### config.mk
export PLATFORM = sky130hd
export DESIGN_NAME = abm_ctrl
export DESIGN_NICKNAME = d
export VERILOG_FILES = /design/src/design/abm_pkg.sv /design/src/design/abm_ctrl.sv
export SDC_FILE = /design/constraint.sdc
export NUM_CORES = 1
export LEC_CHECK = 0
export BUFFER_PORTS_ARGS = -buffer_cell sky130_fd_sc_hd__buf_2
export CAP_MARGIN = 10
export CORE_AREA = 4 4 41 43
export DETAILED_ROUTE_END_ITERATION = 10
export DIE_AREA = 0 0 45 47
export PLACE_DENSITY = 0.77
export SLEW_MARGIN = 20
export SYNTH_ARGS = -nofsm -noshare
export SYNTH_HDL_FRONTEND = slang
export SYNTH_SLANG_ARGS = --single-unit
### constraint.sdc
create_clock -name clk -period 2.5 [get_ports clk]
set_clock_uncertainty 0.2 [all_clocks]
set_input_delay 0.5 -clock clk [delete_from_list [all_inputs] [get_ports clk]]
set_output_delay 0.5 -clock clk [all_outputs]
set_load 0.02 [all_outputs]
### src/design/abm_pkg.sv
`timescale 1ns / 1ps

package abm_pkg;

    localparam int ADDR_W     = 32;
    localparam int MAX_RANGES = 1024;
    localparam int IDX_W      = $clog2(MAX_RANGES);
    localparam int CNT_W      = $clog2(MAX_RANGES + 1);
    localparam int ENTRY_W    = 2 * ADDR_W;

    localparam logic [ADDR_W-1:0] ADDR_MAX   = {ADDR_W{1'b1}};
    localparam logic [CNT_W-1:0]  COUNT_FULL = CNT_W'(MAX_RANGES);

    // Register index decoded from paddr[2].
    localparam logic REG_TOP_ADDRESS = 1'b0;

    typedef enum logic [3:0] {
        ST_IDLE,
        ST_SCAN_RD,
        ST_SCAN_CHK,
        ST_DECIDE,
        ST_INS_RD,
        ST_INS_WR,
        ST_COL_RD,
        ST_COL_WR,
        ST_WALK_INIT,
        ST_WALK_RD,
        ST_WALK_CHK
    } state_t;

    typedef enum logic {
        RD_IDX,
        RD_IDX_M1
    } rd_sel_t;

    typedef enum logic [1:0] {
        WR_SHIFT_UP,
        WR_NEW,
        WR_MERGE,
        WR_SHIFT_DN
    } wr_sel_t;

    typedef struct packed {
        logic    accept;
        logic    scan_upd;
        logic    scan_end;
        logic    idx_inc;
        logic    idx_dec;
        logic    idx_load_count;
        logic    idx_load_lj1;
        logic    mem_rd;
        rd_sel_t rd_sel;
        logic    mem_wr;
        wr_sel_t wr_sel;
        logic    count_inc;
        logic    count_sub;
        logic    set_rej;
        logic    walk_init;
        logic    walk_upd;
        logic    finish;
    } cmd_t;

    typedef struct packed {
        logic out_free;
        logic rejected;
        logic idx_eq_count;
        logic both_found;
        logic same_pos;
        logic pos_inside;
        logic table_full;
        logic gone_nz;
        logic idx_eq_at;
    } stat_t;

endpackage

### src/design/abm_ctrl.sv
`timescale 1ns / 1ps

module abm_ctrl (
    input  logic          clk,
    input  logic          rst_n,
    input  logic          s_tvalid,
    output logic          s_tready,
    input  abm_pkg::stat_t stat,
    output abm_pkg::cmd_t  cmd
);

    abm_pkg::state_t state_reg;
    abm_pkg::state_t state_next;

    always_ff @(posedge clk or negedge rst_n)
    begin
        if (!rst_n)
        begin
            state_reg <= abm_pkg::ST_IDLE;
        end
        else
        begin
            state_reg <= state_next;
        end
    end

    always_comb
    begin
        state_next = state_reg;
        cmd        = '0;
        cmd.rd_sel = abm_pkg::RD_IDX;
        cmd.wr_sel = abm_pkg::WR_SHIFT_UP;
        s_tready   = 1'b0;
        unique case (state_reg)
            abm_pkg::ST_IDLE:
            begin
                s_tready = stat.out_free;
                if (s_tvalid && stat.out_free)
                begin
                    cmd.accept = 1'b1;
                    state_next = abm_pkg::ST_SCAN_RD;
                end
            end
            abm_pkg::ST_SCAN_RD:
            begin
                if (stat.rejected)
                begin
                    state_next = abm_pkg::ST_WALK_INIT;
                end
                else if (stat.both_found || stat.idx_eq_count)
                begin
                    cmd.scan_end = 1'b1;
                    state_next   = abm_pkg::ST_DECIDE;
                end
                else
                begin
                    cmd.mem_rd = 1'b1;
                    state_next = abm_pkg::ST_SCAN_CHK;
                end
            end
            abm_pkg::ST_SCAN_CHK:
            begin
                cmd.scan_upd = 1'b1;
                cmd.idx_inc  = 1'b1;
                state_next   = abm_pkg::ST_SCAN_RD;
            end
            abm_pkg::ST_DECIDE:
            begin
                if (stat.same_pos)
                begin
                    if (stat.pos_inside)
                    begin
                        state_next = abm_pkg::ST_WALK_INIT;
                    end
                    else if (stat.table_full)
                    begin
                        cmd.set_rej = 1'b1;
                        state_next  = abm_pkg::ST_WALK_INIT;
                    end
                    else
                    begin
                        cmd.idx_load_count = 1'b1;
                        state_next         = abm_pkg::ST_INS_RD;
                    end
                end
                else
                begin
                    cmd.mem_wr = 1'b1;
                    cmd.wr_sel = abm_pkg::WR_MERGE;
                    if (stat.gone_nz)
                    begin
                        cmd.idx_load_lj1 = 1'b1;
                        state_next       = abm_pkg::ST_COL_RD;
                    end
                    else
                    begin
                        state_next = abm_pkg::ST_WALK_INIT;
                    end
                end
            end
            abm_pkg::ST_INS_RD:
            begin
                if (stat.idx_eq_at)
                begin
                    cmd.mem_wr    = 1'b1;
                    cmd.wr_sel    = abm_pkg::WR_NEW;
                    cmd.count_inc = 1'b1;
                    state_next    = abm_pkg::ST_WALK_INIT;
                end
                else
                begin
                    cmd.mem_rd = 1'b1;
                    cmd.rd_sel = abm_pkg::RD_IDX_M1;
                    state_next = abm_pkg::ST_INS_WR;
                end
            end
            abm_pkg::ST_INS_WR:
            begin
                cmd.mem_wr  = 1'b1;
                cmd.wr_sel  = abm_pkg::WR_SHIFT_UP;
                cmd.idx_dec = 1'b1;
                state_next  = abm_pkg::ST_INS_RD;
            end
            abm_pkg::ST_COL_RD:
            begin
                if (stat.idx_eq_count)
                begin
                    cmd.count_sub = 1'b1;
                    state_next    = abm_pkg::ST_WALK_INIT;
                end
                else
                begin
                    cmd.mem_rd = 1'b1;
                    state_next = abm_pkg::ST_COL_WR;
                end
            end
            abm_pkg::ST_COL_WR:
            begin
                cmd.mem_wr  = 1'b1;
                cmd.wr_sel  = abm_pkg::WR_SHIFT_DN;
                cmd.idx_inc = 1'b1;
                state_next  = abm_pkg::ST_COL_RD;
            end
            abm_pkg::ST_WALK_INIT:
            begin
                cmd.walk_init = 1'b1;
                state_next    = abm_pkg::ST_WALK_RD;
            end
            abm_pkg::ST_WALK_RD:
            begin
                if (stat.idx_eq_count)
                begin
                    cmd.finish = 1'b1;
                    state_next = abm_pkg::ST_IDLE;
                end
                else
                begin
                    cmd.mem_rd = 1'b1;
                    state_next = abm_pkg::ST_WALK_CHK;
                end
            end
            abm_pkg::ST_WALK_CHK:
            begin
                cmd.walk_upd = 1'b1;
                cmd.idx_inc  = 1'b1;
                state_next   = abm_pkg::ST_WALK_RD;
            end
            default:
            begin
                state_next = abm_pkg::ST_IDLE;
            end
        endcase
    end

endmodule

### Word level (Yosys, flattened, before mapping)

Cells that the tools add are included.

* logic and storage cells: 63
* register bits after elaboration: 4
* input bits: 12

* equality and inequality tests: 11
* reduce and logical (&&, ||, !) cells: 6
* multiplexer cells: 45

Operators with widths (count)
* $mux W4: 10
* $pmux W4 S10: 1
* $mux W1: 29
* $eq A4 B3 Y1 const B: 4
* $eq A4 B4 Y1 const B: 3
* $pmux W3 S4: 1
* $eq A4 B2 Y1 const B: 2
* $eq A4 B1 Y1 const B: 1
* $logic_not A4 Y1: 1
* $mux W2: 2
* $reduce_or A2 Y1: 2
* $mux W3: 1
* $pmux W1 S3: 1
* $reduce_or A3 Y1: 1
* $ne A2 B2 Y1 const B: 1
* $logic_and A1 B1 Y1: 1
* $logic_or A1 B1 Y1: 1

### Logic depth before layout (Yosys ltp)

Gate-level depths: netlist of the first run.

* depth in word-level cells: 4
* gate-level depth with buffers: 5
* depth with buffers taken out: 3

### Worst setup path after synthesis of the first run

Ideal clock, no wire load.

* kind: flip-flop to output port
* start: register state_reg[3]
* end: output cmd[17] (netlist name)
* cell stages (with the launch flop): 4
* path slack: 358 ps
* arrival time: 1442 ps
* buffers on the path: 1
* path through: dfrtp_1 > or2_1 > buf_6 > nor4_1

RTL lines
* from (decl): RTL line abm_ctrl.sv:12 `abm_pkg::state_t state_reg;`
* from (signal assigned): RTL line abm_ctrl.sv:19 `state_reg <= abm_pkg::ST_IDLE;`
* from (signal assigned): RTL line abm_ctrl.sv:23 `state_reg <= state_next;`
* to (decl): RTL line abm_ctrl.sv:9 `output abm_pkg::cmd_t cmd`

==> impl_metrics.xml, run 1 <==
<?xml version="1.0" encoding="UTF-8"?>
<metrics>
  <group name="placement">
    <metric name="buffer_ports.inserted" unit="">30</metric>
    <metric name="gp_routability_congestion" unit="">0.896</metric>
    <metric name="dp.cells" unit="">120</metric>
    <metric name="hpwl_after_detailed_placement" unit="microns">1270</metric>
    <metric name="post-place-ws" unit="ps">358</metric>
  </group>
  <group name="cts">
    <metric name="cts.root.buffer_cell" unit="">sky130_fd_sc_hd__clkbuf_4</metric>
    <metric name="clkSlewWorstSetupHoldPaths" unit="ps">40</metric>
    <metric name="cts.sinks" unit="">4</metric>
    <metric name="tritoncts.num_buffers" unit="">3</metric>
    <metric name="worstSkewPairLatency" unit="ps">230</metric>
    <metric name="h_tree_level_count" unit="">1</metric>
    <metric name="cts.path.max_buffers" unit="">2</metric>
    <metric name="clock_tree_from_tritoncts" unit="">built</metric>
  </group>
  <group name="route">
    <metric name="via_count" unit="">703</metric>
    <metric name="routed_wirelength" unit="microns">1660</metric>
    <metric name="average_routed_wire_per_standard_cell" unit="microns">13.4</metric>
    <metric name="first_pass_iteration_count_of_the_detailed_router" unit="">4</metric>
    <metric name="antenna_violating_nets_post_route" unit="">0</metric>
    <metric name="drtIter0Drc" unit="">13</metric>
    <metric name="remaining_drc_errors" unit="">0</metric>
    <metric name="detail_route.vias_per_cell" unit="">5.67</metric>
  </group>
  <group name="worst_setup_path">
    <metric name="crit_type" unit="">flop to primary output</metric>
    <metric name="critPathArrivalTime" unit="ps">1580</metric>
    <metric name="cp.required" unit="ps">1800</metric>
    <metric name="end_kind" unit="">primary output</metric>
    <metric name="timing.critical_path.fanout_max" unit="">15</metric>
    <metric name="worst_setup_path_start_kind" unit="">flop</metric>
  </group>
  <group name="hold_path">
    <metric name="min-delay-path-class" unit="">input port to async pin</metric>
  </group>
  <group name="sta">
    <metric name="finalHoldViolations" unit="">0</metric>
    <metric name="setup_slack" unit="ps">223</metric>
    <metric name="finalSetupViolations" unit="">0</metric>
    <metric name="layout_worst_path_cycle_share" unit="%">91.1</metric>
    <metric name="timing.final.max_slew_violations" unit="">0</metric>
    <metric name="max_slew_margin" unit="%">72.5</metric>
    <metric name="timing.setup.tns" unit="ps">0</metric>
    <metric name="fin_worst_hold_slack" unit="ps">409</metric>
    <metric name="grt_setup_unrepaired" unit="">false</metric>
    <metric name="finalWorstPathRequiredPeriod" unit="ps">2280</metric>
    <metric name="tightestPinTransition" unit="ps">402</metric>
    <metric name="achievable-frequency" unit="MHz">439</metric>
  </group>
  <group name="floorplan">
    <metric name="rows" unit="">13</metric>
    <metric name="io_pins" unit="">31</metric>
    <metric name="die-height" unit="microns">47</metric>
    <metric name="horiz_die_dim" unit="microns">45</metric>
    <metric name="placeableCoreArea" unit="sq um">1300</metric>
    <metric name="floorplan.die_area" unit="sq um">2120</metric>
    <metric name="start_util" unit="%">43.8</metric>
  </group>
  <group name="cells_and_area">
    <metric name="multi_input_comb_area" unit="sq um">417</metric>
    <metric name="antenna-diode-count" unit="">0</metric>
    <metric name="number_of_flip_flops_in_the_largest_register" unit="">4</metric>
    <metric name="finalNetCount" unit="">123</metric>
    <metric name="ff_latch_area" unit="sq um">100</metric>
    <metric name="final_cell_count_no_fill" unit="">124</metric>
    <metric name="fillerInstances" unit="">141</metric>
    <metric name="area.growth.synth_to_final" unit="%">31.8</metric>
    <metric name="drive_gt1_share" unit="%">36.7</metric>
  </group>
  <group name="yosys">
    <metric name="share_of_synthesized_area_occupied_by_flip_flops_and_latches" unit="%">17.5</metric>
    <metric name="top_cell_types_by_occurrence_after_synthesis" unit="">sky130_fd_sc_hd__nor2_1 (8), sky130_fd_sc_hd__nor2b_1 (7), sky130_fd_sc_hd__nor3_1 (7)</metric>
    <metric name="post-synth-top-count-cell" unit="">sky130_fd_sc_hd__nor2_1</metric>
    <metric name="total_of_warnings_raised_by_yosys" unit="">0</metric>
    <metric name="synthesized_area" unit="sq um">571</metric>
    <metric name="synth_seq_cells" unit="">4</metric>
    <metric name="synth_cell_type_count" unit="">35</metric>
    <metric name="synth_enable_flop_cells" unit="">0</metric>
    <metric name="synth_async_sr_flop_share" unit="%">100</metric>
    <metric name="netlist_instances" unit="">80</metric>
    <metric name="synth_area_per_cell" unit="sq um">7.13</metric>
    <metric name="synthTopCellsByArea" unit="">sky130_fd_sc_hd__dfrtp_1 (18%), sky130_fd_sc_hd__nor2b_1 (7.7%), sky130_fd_sc_hd__nand2b_1 (6.6%)</metric>
    <metric name="synth_top_area_share" unit="%">17.5</metric>
    <metric name="synth_fp_nets" unit="">92</metric>
    <metric name="synth_area_leader_cell" unit="">sky130_fd_sc_hd__dfrtp_1</metric>
    <metric name="synth_top_flop_cell" unit="">sky130_fd_sc_hd__dfrtp_1</metric>
  </group>
  <group name="power">
    <metric name="p_leak" unit="nW">0.384</metric>
    <metric name="power.density_cell_area" unit="nW/um^2">968</metric>
    <metric name="totalPowerFinal" unit="mW">0.728</metric>
    <metric name="max-vdd-ir-drop" unit="uV">435</metric>
  </group>
  <group name="global_routing">
    <metric name="gr-usage-all-layers" unit="%">17.8</metric>
    <metric name="grt_antenna_before_repair" unit="">0</metric>
    <metric name="vias_in_the_first_global_route" unit="">659</metric>
    <metric name="maximum_number_of_pins_on_one_net_before_global_route_repair" unit="">16</metric>
    <metric name="grt_first_pass_wirelength" unit="microns">2780</metric>
    <metric name="grt.overflow.total" unit="">0</metric>
  </group>
  <group name="status">
    <metric name="status" unit="">completed</metric>
  </group>
  <group name="flow_run">
    <metric name="maxCapViolations" unit="">0</metric>
  </group>
</metrics>
-- metrics by stage --
| stage | instance area, sq um | utilization [%] |
|---|---|---|
| 3_5_place_dp | 717 | 55.1 |
| 3_3_place_gp | 717 | 55.1 |
| 4_1_cts | 749 | 57.6 |
| 2_1_floorplan | 571 | - |
| 5_1_grt | 752 | 57.8 |
| 6_report | 752 | 57.8 |
-- power by group --
group | internal, mW | leakage [nW] | switching [mW]
registers | 0.0915 | 0.0507 | 0.0460
logic | 0.208 | 0.320 | 0.304
clock network | 0.0536 | 0.0138 | 0.0247
total | 0.353 | 0.384 | 0.375
-- cell usage in the layout, fill, tap and decap left out, types with 3 or more instances in the layout --
master and count:
sky130_fd_sc_hd__clkbuf_4 3, sky130_fd_sc_hd__nor2_1 8, sky130_fd_sc_hd__nor4_1 3, sky130_fd_sc_hd__nor2b_1 7, sky130_fd_sc_hd__inv_1 3, sky130_fd_sc_hd__nor3_1 7
sky130_fd_sc_hd__buf_2 30, sky130_fd_sc_hd__a21oi_1 5, sky130_fd_sc_hd__dfrtp_1 4, sky130_fd_sc_hd__nand2b_1 6, sky130_fd_sc_hd__buf_4 3
-- cells by family (layout without fill, tap and decap cells) --
group,after synthesis,after routing,share of synthesized area (%)
AOI/OAI and AO/OA,15,15,17.5
buffers and inverters,11,40,9.87
DFF,4,4,17.5
and+or+nand+nor,49,49,53.3
muxes,1,1,1.75
-- final timing paths --
kind / startpoint / to / slack, ps / cells after the start
worst min-delay path: rst_n / state_reg[2] / 410 / 2
max in group asynchronous: rst_n / state_reg[0] / 1570 / 2
worst min register to register: state_reg[3] / state_reg[0] / 570 / 3
min in group clk: stat[7] / state_reg[1] / 490 / 3
worst max-delay path: state_reg[2] / cmd[15] / 220 / 3
worst max register to register: state_reg[2] / state_reg[3] / 720 / 3
-- final cells by class --
cell class,count,share of cell area (%)
clock buffer,3,3.00
inverter,3,1.50
multi-input combinational,65,55.4
sequential,4,13.3
tap,15,2.50
timing repair buffer,34,24.3
-- metal layers --
layer / track usage [%] / share of wire (%) / vias to the layer above
li1: - / - / 350
met1: 20.3 / 41 / 325
met2: 31.4 / 51 / 28
met3: 4.21 / 7.1 / 0
met4: 8.19 / 0 / 0
met5: 0 / 0 / -
-- critical path, stage by stage (launching register included) --
cell and delay (ps):
sky130_fd_sc_hd__dfrtp_1 520, sky130_fd_sc_hd__or2_4 350, sky130_fd_sc_hd__nor4_2 260, sky130_fd_sc_hd__buf_2 220
-- timing repair --
item,4_1_cts,5_1_grt
setup endpoints to repair,0,2
setup buffers,0,0
hold endpoints to repair,4,0
gates resized for setup,0,1
hold buffers,1,0
(Power assumes the default switching activity.)
==> run 2, diff against run 1 <==
--- a/config.mk
+++ b/config.mk
@@ -5,12 +5,13 @@
 export SDC_FILE = /design/constraint.sdc
 export NUM_CORES = 1
 export LEC_CHECK = 0
+export ABC_AREA = 1
 export BUFFER_PORTS_ARGS = -buffer_cell sky130_fd_sc_hd__buf_2
 export CAP_MARGIN = 10
-export CORE_AREA = 4 4 41 43
+export CORE_AREA = 3 3 40 42
 export DETAILED_ROUTE_END_ITERATION = 10
-export DIE_AREA = 0 0 45 47
-export PLACE_DENSITY = 0.77
+export DIE_AREA = 0 0 43 45
+export PLACE_DENSITY = 0.67
 export SLEW_MARGIN = 20
 export SYNTH_ARGS = -nofsm -noshare
 export SYNTH_HDL_FRONTEND = slang
==> run 2 against run 1 <==
Against the previous run:
- combinational power shrank 31%
- via count fell by 8.5%
- non-clock buffer count shrank 3
- first-iteration DRC count grew 46%
- setup slack improved by 130 ps
- wire length fell by 19%
- sequential power decreased by 7%
- sequential cell count is the same
- critical path type unchanged
- critical endpoint is now cmd[8]
- largest power group unchanged
==> impl_metrics.xml, run 2 <==
<?xml version="1.0" encoding="UTF-8"?>
<metrics>
  <group name="yosys">
    <metric name="synthTopCellsByArea" unit="">sky130_fd_sc_hd__dfrtp_1 (22%), sky130_fd_sc_hd__nor2_1 (18%), sky130_fd_sc_hd__nand2_1 (15%)</metric>
    <metric name="post-synth-top-count-cell" unit="">sky130_fd_sc_hd__nor2_1</metric>
    <metric name="synth_async_sr_flop_share" unit="%">100</metric>
    <metric name="synth_seq_cells" unit="">4</metric>
    <metric name="netlist_instances" unit="">84</metric>
    <metric name="synth_cell_type_count" unit="">14</metric>
    <metric name="synth_area_leader_cell" unit="">sky130_fd_sc_hd__dfrtp_1</metric>
    <metric name="synth_top_flop_cell" unit="">sky130_fd_sc_hd__dfrtp_1</metric>
    <metric name="synth_fp_nets" unit="">96</metric>
    <metric name="share_of_synthesized_area_occupied_by_flip_flops_and_latches" unit="%">22.3</metric>
    <metric name="synth_area_per_cell" unit="sq um">5.33</metric>
    <metric name="synth_enable_flop_cells" unit="">0</metric>
    <metric name="synthesized_area" unit="sq um">448</metric>
    <metric name="top_cell_types_by_occurrence_after_synthesis" unit="">sky130_fd_sc_hd__nor2_1 (21), sky130_fd_sc_hd__nand2_1 (18), sky130_fd_sc_hd__inv_1 (15)</metric>
    <metric name="synth_top_area_share" unit="%">22.3</metric>
    <metric name="total_of_warnings_raised_by_yosys" unit="">0</metric>
  </group>
  <group name="cts">
    <metric name="clkSlewWorstSetupHoldPaths" unit="ps">40</metric>
    <metric name="post_cts.repair.setup_buffers" unit="">0</metric>
    <metric name="cts.sinks" unit="">4</metric>
    <metric name="clock_tree_from_tritoncts" unit="">built</metric>
    <metric name="tritoncts.num_buffers" unit="">3</metric>
    <metric name="cts.path.max_buffers" unit="">2</metric>
    <metric name="worstSkewPairLatency" unit="ps">240</metric>
    <metric name="cts.root.buffer_cell" unit="">sky130_fd_sc_hd__clkbuf_4</metric>
    <metric name="h_tree_level_count" unit="">1</metric>
  </group>
  <group name="worst_setup_path">
    <metric name="worst_setup_path_start_kind" unit="">flop</metric>
    <metric name="timing.critical_path.fanout_max" unit="">5</metric>
    <metric name="critical_path.reg2reg.endpoint" unit="">state_reg[1]</metric>
    <metric name="ff2ff_path_depth" unit="">5</metric>
    <metric name="most_numerous_cell_on_the_critical_path" unit="">sky130_fd_sc_hd__nand2_1</metric>
    <metric name="cp.required" unit="ps">1800</metric>
    <metric name="crit_type" unit="">flop to primary output</metric>
    <metric name="longest_individual_stage_delay_on_the_worst_path" unit="ps">400</metric>
    <metric name="cp_cell_sequence" unit="">inv_1 -&gt; nand2_1 -&gt; nor2_2 -&gt; nand2_1 -&gt; o211ai_1 -&gt; buf_2</metric>
    <metric name="timing.critical_path.slowest_stage_cell" unit="">sky130_fd_sc_hd__dfrtp_1</metric>
    <metric name="reg2reg_setup_slack" unit="ps">1110</metric>
    <metric name="end_kind" unit="">primary output</metric>
    <metric name="worst_path_dominant_cell_family" unit="">flip-flops</metric>
    <metric name="critPathArrivalTime" unit="ps">1450</metric>
    <metric name="r2r-start" unit="">state_reg[0]</metric>
    <metric name="path_buf_inv" unit="">2</metric>
  </group>
  <group name="route">
    <metric name="drtIter0Drc" unit="">19</metric>
    <metric name="via_count" unit="">643</metric>
    <metric name="average_routed_wire_per_standard_cell" unit="microns">10.0</metric>
    <metric name="routed_wirelength" unit="microns">1330</metric>
    <metric name="remaining_drc_errors" unit="">0</metric>
    <metric name="antenna_violating_nets_post_route" unit="">0</metric>
    <metric name="detail_route.vias_per_cell" unit="">4.83</metric>
    <metric name="first_pass_iteration_count_of_the_detailed_router" unit="">5</metric>
  </group>
  <group name="placement">
    <metric name="hpwl_after_detailed_placement" unit="microns">1150</metric>
    <metric name="buffer_ports.inserted" unit="">30</metric>
    <metric name="gp_routability_congestion" unit="">0.821</metric>
  </group>
  <group name="sta">
    <metric name="grt_setup_unrepaired" unit="">false</metric>
    <metric name="layout_worst_path_cycle_share" unit="%">85.8</metric>
    <metric name="finalWorstPathRequiredPeriod" unit="ps">2150</metric>
    <metric name="timing.final.max_slew_violations" unit="">0</metric>
    <metric name="max_slew_margin" unit="%">84.3</metric>
    <metric name="timing.setup.tns" unit="ps">0</metric>
    <metric name="finalSetupViolations" unit="">0</metric>
    <metric name="tightestPinTransition" unit="ps">234</metric>
    <metric name="finalHoldViolations" unit="">0</metric>
    <metric name="achievable-frequency" unit="MHz">466</metric>
  </group>
  <group name="global_routing">
    <metric name="gr-usage-all-layers" unit="%">14.7</metric>
    <metric name="grt_first_pass_wirelength" unit="microns">2120</metric>
    <metric name="grt_antenna_before_repair" unit="">0</metric>
    <metric name="maximum_number_of_pins_on_one_net_before_global_route_repair" unit="">8</metric>
    <metric name="vias_in_the_first_global_route" unit="">538</metric>
    <metric name="grt.overflow.total" unit="">0</metric>
  </group>
  <group name="status">
    <metric name="status" unit="">completed</metric>
  </group>
  <group name="floorplan">
    <metric name="die-height" unit="microns">45</metric>
    <metric name="horiz_die_dim" unit="microns">43</metric>
    <metric name="start_util" unit="%">34.9</metric>
    <metric name="placeableCoreArea" unit="sq um">1280</metric>
    <metric name="io_pins" unit="">31</metric>
    <metric name="rows" unit="">13</metric>
    <metric name="floorplan.die_area" unit="sq um">1940</metric>
  </group>
  <group name="cells_and_area">
    <metric name="fin_util" unit="%">50.5</metric>
    <metric name="antenna-diode-count" unit="">0</metric>
    <metric name="finalNetCount" unit="">132</metric>
    <metric name="fillerInstances" unit="">141</metric>
    <metric name="commonest_cells_after_routing_fill_and_taps_aside" unit="">sky130_fd_sc_hd__buf_2 (30), sky130_fd_sc_hd__nor2_1 (21), sky130_fd_sc_hd__nand2_1 (18)</metric>
    <metric name="number_of_flip_flops_in_the_largest_register" unit="">4</metric>
    <metric name="area.growth.synth_to_final" unit="%">45.0</metric>
    <metric name="final_common_cell" unit="">sky130_fd_sc_hd__buf_2</metric>
    <metric name="drive_gt1_share" unit="%">33.9</metric>
  </group>
  <group name="hold_path">
    <metric name="min-delay-path-class" unit="">input port to flop</metric>
    <metric name="worst_min_delay_path_startpoint" unit="">s_tvalid</metric>
    <metric name="worstHoldEndpoint" unit="">state_reg[0]</metric>
    <metric name="min_delay_path_depth" unit="">3</metric>
  </group>
  <group name="power">
    <metric name="power.density_cell_area" unit="nW/um^2">872</metric>
    <metric name="max-vdd-ir-drop" unit="uV">406</metric>
    <metric name="p_leak" unit="nW">0.440</metric>
  </group>
  <group name="flow_run">
    <metric name="maxCapViolations" unit="">0</metric>
  </group>
</metrics>
[run 2: kinds of logic (layout without fill, tap and decap cells)]
| group | Yosys count | in the layout | synth area share (%) |
|---|---|---|---|
| buf+inv | 16 | 50 | 13.4 |
| flops | 4 | 4 | 22.3 |
| compound gates | 6 | 6 | 7.26 |
| simple gates | 58 | 58 | 57.0 |
[run 2: power breakdown]
part | leakage (nW) | switching, mW | total, mW | internal (mW)
clock | 0.0138 | 0.0301 | 0.0841 | 0.0539
combinational | 0.375 | 0.242 | 0.354 | 0.113
sequential | 0.0513 | 0.0370 | 0.128 | 0.0908
[run 2: layout make-up]
type | instances | area [sq um] | share of cell area, %
clock buffers | 3 | 22.5 | 3.47
inverters | 16 | 60.1 | 9.25
multi-input cells | 64 | 288 | 44.3
flip-flops and latches | 4 | 100 | 15.4
well taps | 15 | 18.8 | 2.89
repair buffers | 31 | 160 | 24.7
[run 2: what timing repair did]
item	CTS	global route
gates resized for setup	0	0
hold buffers	1	0
endpoints found under the hold margin	4	0
[run 2: how the worst max path moves through the flow]
stage	cells after the start	slack, ps	startpoint	to
final	6	350	state_reg[2]	cmd[8]
after CTS	6	350	state_reg[2]	cmd[8]
after detailed placement	6	620	state_reg[2]	cmd[8]
after floorplan	5	570	state_reg[2]	cmd[3]
after global placement	6	610	state_reg[2]	cmd[8]
after global routing	6	210	state_reg[2]	cmd[8]
[run 2: layer usage]
metal | global-route usage [%] | part of all wire (%) | vias to the layer above
li1 | - | - | 330
met1 | 18.1 | 44 | 290
met2 | 24.0 | 49 | 21
met3 | 5.18 | 6.7 | 2
met4 | 5.42 | 0.22 | 0
met5 | 0 | 0 | -
[run 2: worst reg2reg max path: cells and delay by family (launching register included)]
family          cells  cell delay (ps)
flops               1              460
simple gates        3              270
compound gates      1              200
buf+inv             1              120
[run 2: metrics by stage]
| step | power, mW | instances | area, sq um | setup WS [ps] | hold slack, ps |
|---|---|---|---|---|---|
| finish | 0.566 | 133 | 649 | 355 | 349 |
| global route | 0.622 | 133 | 649 | 206 | 372 |
| CTS | 0.569 | 133 | 649 | 355 | 354 |
| detailed placement | 0.480 | 129 | 617 | 619 | 111 |
| global placement | 0.480 | 129 | 617 | 612 | 112 |
| floorplan | 0.380 | 84 | 448 | 565 | 4.41 |
==> run 3, diff against run 2 <==
==> constraint.sdc (replaced) <==
create_clock -name clk -period 2.1 [get_ports clk]
set_clock_uncertainty 0.2 [all_clocks]
set_input_delay 0.42 -clock clk [delete_from_list [all_inputs] [get_ports clk]]
set_output_delay 0.42 -clock clk [all_outputs]
set_load 0.02 [all_outputs]
==> run 3 against run 2 <==
Against the previous run:
- die area unchanged
- cell count up 0.75%
- critical endpoint unchanged
- design area rose by 6.2%
- largest power group unchanged
- register-to-register slack got worse by 410 ps
- largest cell class unchanged
- combinational power up 29%
- clock power increased by 20%
- global-route usage is 0.59 points higher
- first-iteration DRC count decreased by 53%
- non-clock buffer count grew 1
- wire length rose by 4.8%
- critical path type unchanged
- setup slack got worse by 270 ps
- count of clock-buffer cells in the layout stayed put
==> impl_metrics.xml, run 3 (synthesized netlist as in run 2, its figures left out) <==
<?xml version="1.0" encoding="UTF-8"?>
<metrics>
  <group name="sta">
    <metric name="achievable-frequency" unit="MHz">497</metric>
    <metric name="timing.setup.tns" unit="ps">0</metric>
    <metric name="setup_slack" unit="ps">85.9</metric>
    <metric name="finalHoldViolations" unit="">0</metric>
    <metric name="tightestPinTransition" unit="ps">271</metric>
    <metric name="max_slew_margin" unit="%">81.9</metric>
    <metric name="finalWorstPathRequiredPeriod" unit="ps">2010</metric>
    <metric name="grt_setup_unrepaired" unit="">true</metric>
    <metric name="finalSetupViolations" unit="">0</metric>
    <metric name="layout_worst_path_cycle_share" unit="%">95.9</metric>
    <metric name="timing.final.max_slew_violations" unit="">0</metric>
  </group>
  <group name="power">
    <metric name="p_leak" unit="nW">0.444</metric>
    <metric name="max-vdd-ir-drop" unit="uV">601</metric>
    <metric name="power.density_cell_area" unit="nW/um^2">1040</metric>
    <metric name="totalPowerFinal" unit="mW">0.717</metric>
  </group>
  <group name="placement">
    <metric name="hpwl_after_detailed_placement" unit="microns">1160</metric>
    <metric name="buffer_ports.inserted" unit="">30</metric>
    <metric name="post-place-ws" unit="ps">276</metric>
    <metric name="gp_routability_congestion" unit="">0.830</metric>
    <metric name="dpl-instance-area" unit="sq um">617</metric>
  </group>
  <group name="worst_setup_path">
    <metric name="end_kind" unit="">primary output</metric>
    <metric name="critPathArrivalTime" unit="ps">1390</metric>
    <metric name="path_buf_inv" unit="">2</metric>
    <metric name="cp_cell_sequence" unit="">inv_2 -&gt; nand2_2 -&gt; nor2_4 -&gt; nand2_1 -&gt; o211ai_1 -&gt; buf_2</metric>
    <metric name="timing.critical_path.slowest_stage_cell" unit="">sky130_fd_sc_hd__dfrtp_1</metric>
    <metric name="timing.critical_path.fanout_max" unit="">5</metric>
    <metric name="longest_individual_stage_delay_on_the_worst_path" unit="ps">430</metric>
    <metric name="crit_type" unit="">flop to primary output</metric>
    <metric name="worst_path_dominant_cell_family" unit="">flip-flops</metric>
    <metric name="cp.required" unit="ps">1480</metric>
    <metric name="worst_setup_path_start_kind" unit="">flop</metric>
  </group>
  <group name="cells_and_area">
    <metric name="area.growth.synth_to_final" unit="%">53.9</metric>
    <metric name="commonest_cells_after_routing_fill_and_taps_aside" unit="">sky130_fd_sc_hd__buf_2 (30), sky130_fd_sc_hd__nor2_1 (19), sky130_fd_sc_hd__nand2_1 (16)</metric>
    <metric name="final_common_cell" unit="">sky130_fd_sc_hd__buf_2</metric>
    <metric name="antenna-diode-count" unit="">0</metric>
    <metric name="fin_util" unit="%">53.7</metric>
    <metric name="final_area" unit="sq um">689</metric>
    <metric name="fillerInstances" unit="">123</metric>
    <metric name="multi_input_comb_area" unit="sq um">318</metric>
    <metric name="number_of_flip_flops_in_the_largest_register" unit="">4</metric>
    <metric name="drive_gt1_share" unit="%">43.7</metric>
    <metric name="finalNetCount" unit="">133</metric>
    <metric name="ff_latch_area" unit="sq um">103</metric>
  </group>
  <group name="floorplan">
    <metric name="start_util" unit="%">34.9</metric>
    <metric name="horiz_die_dim" unit="microns">43</metric>
    <metric name="rows" unit="">13</metric>
    <metric name="die-height" unit="microns">45</metric>
    <metric name="floorplan.die_area" unit="sq um">1940</metric>
    <metric name="placeableCoreArea" unit="sq um">1280</metric>
    <metric name="io_pins" unit="">31</metric>
  </group>
  <group name="route">
    <metric name="routed_wirelength" unit="microns">1400</metric>
    <metric name="antenna_violating_nets_post_route" unit="">0</metric>
    <metric name="average_routed_wire_per_standard_cell" unit="microns">10.4</metric>
    <metric name="first_pass_iteration_count_of_the_detailed_router" unit="">4</metric>
    <metric name="drtIter0Drc" unit="">9</metric>
    <metric name="via_count" unit="">643</metric>
    <metric name="detail_route.vias_per_cell" unit="">4.80</metric>
    <metric name="remaining_drc_errors" unit="">0</metric>
  </group>
  <group name="cts">
    <metric name="clkSlewWorstSetupHoldPaths" unit="ps">40</metric>
    <metric name="worstSkewPairLatency" unit="ps">240</metric>
    <metric name="tritoncts.num_buffers" unit="">3</metric>
    <metric name="cts.root.buffer_cell" unit="">sky130_fd_sc_hd__clkbuf_4</metric>
    <metric name="cts.path.max_buffers" unit="">2</metric>
    <metric name="clock_tree_from_tritoncts" unit="">built</metric>
    <metric name="h_tree_level_count" unit="">1</metric>
    <metric name="cts.sinks" unit="">4</metric>
  </group>
  <group name="global_routing">
    <metric name="grt_first_pass_wirelength" unit="microns">2240</metric>
    <metric name="grt.overflow.total" unit="">0</metric>
    <metric name="grt_antenna_before_repair" unit="">0</metric>
    <metric name="vias_in_the_first_global_route" unit="">572</metric>
    <metric name="gr-usage-all-layers" unit="%">15.3</metric>
    <metric name="maximum_number_of_pins_on_one_net_before_global_route_repair" unit="">8</metric>
  </group>
  <group name="hold_path">
    <metric name="min-delay-path-class" unit="">input port to flop</metric>
  </group>
  <group name="status">
    <metric name="status" unit="">completed</metric>
  </group>
  <group name="flow_run">
    <metric name="maxCapViolations" unit="">0</metric>
  </group>
</metrics>
## run 3: changes by cell type in the layout (fill, tap and decap cells not counted), sizes merged
cell	change
buf	+1
## run 3: power by group
| part | leakage, nW | internal, mW | switching [mW] |
|---|---|---|---|
| Sequential | 0.0488 | 0.111 | 0.0497 |
| Combinational | 0.381 | 0.145 | 0.310 |
| Clock | 0.0138 | 0.0643 | 0.0363 |
| Total | 0.444 | 0.321 | 0.396 |
## run 3: final cells by class
cell class | count | area share [%]
multi-input cells | 64 | 46.1
repair buffers | 32 | 24.3
flip-flops and latches | 4 | 14.9
inverters | 16 | 8.71
clock buffers | 3 | 3.27
well taps | 15 | 2.72
## run 3: what timing repair did
item                                    in CTS  in global routing
endpoints found under the setup margin       0                  7
setup buffers                                0                  1
hold buffers                                 1                  0
resized for setup                            0                 13
hold endpoints to repair                     4                  0
## run 3: metal layers
metal | vias to the layer above | GRT usage [%] | wire length, microns
met5 | - | 0 | 0
met3 | 2 | 5.18 | 54
met4 | 0 | 6.02 | 10
met2 | 12 | 25.4 | 714
met1 | 296 | 18.3 | 618
li1 | 333 | - | -
## run 3: worst paths after layout
path / end / cells past startpoint / slack (ps) / start
min reg2reg: state_reg[3] / 3 / 540 / state_reg[0]
max: cmd[8] / 6 / 90 / state_reg[2]
min in group asynchronous: state_reg[3] / 2 / 310 / rst_n
max reg2reg: state_reg[0] / 6 / 700 / state_reg[2]
min: state_reg[0] / 3 / 270 / s_tvalid
max in group asynchronous: state_reg[1] / 2 / 1250 / rst_n
## run 3: metrics by stage
step | std cells | hold WS, ps
2_1_floorplan | 84 | -75.6
3_3_place_gp | 129 | 30.3
3_5_place_dp | 129 | 29.2
4_1_cts | 133 | 286
5_1_grt | 134 | 295
6_report | 134 | 273
## run 3: worst register-to-register path, cell delays in order (launching register included)
cell and delay, ps:
sky130_fd_sc_hd__dfrtp_1 420, sky130_fd_sc_hd__inv_2 80, sky130_fd_sc_hd__nor2_1 190, sky130_fd_sc_hd__nand3_1 170, sky130_fd_sc_hd__nand3_1 130, sky130_fd_sc_hd__nor2_1 40
sky130_fd_sc_hd__nor2_1 90
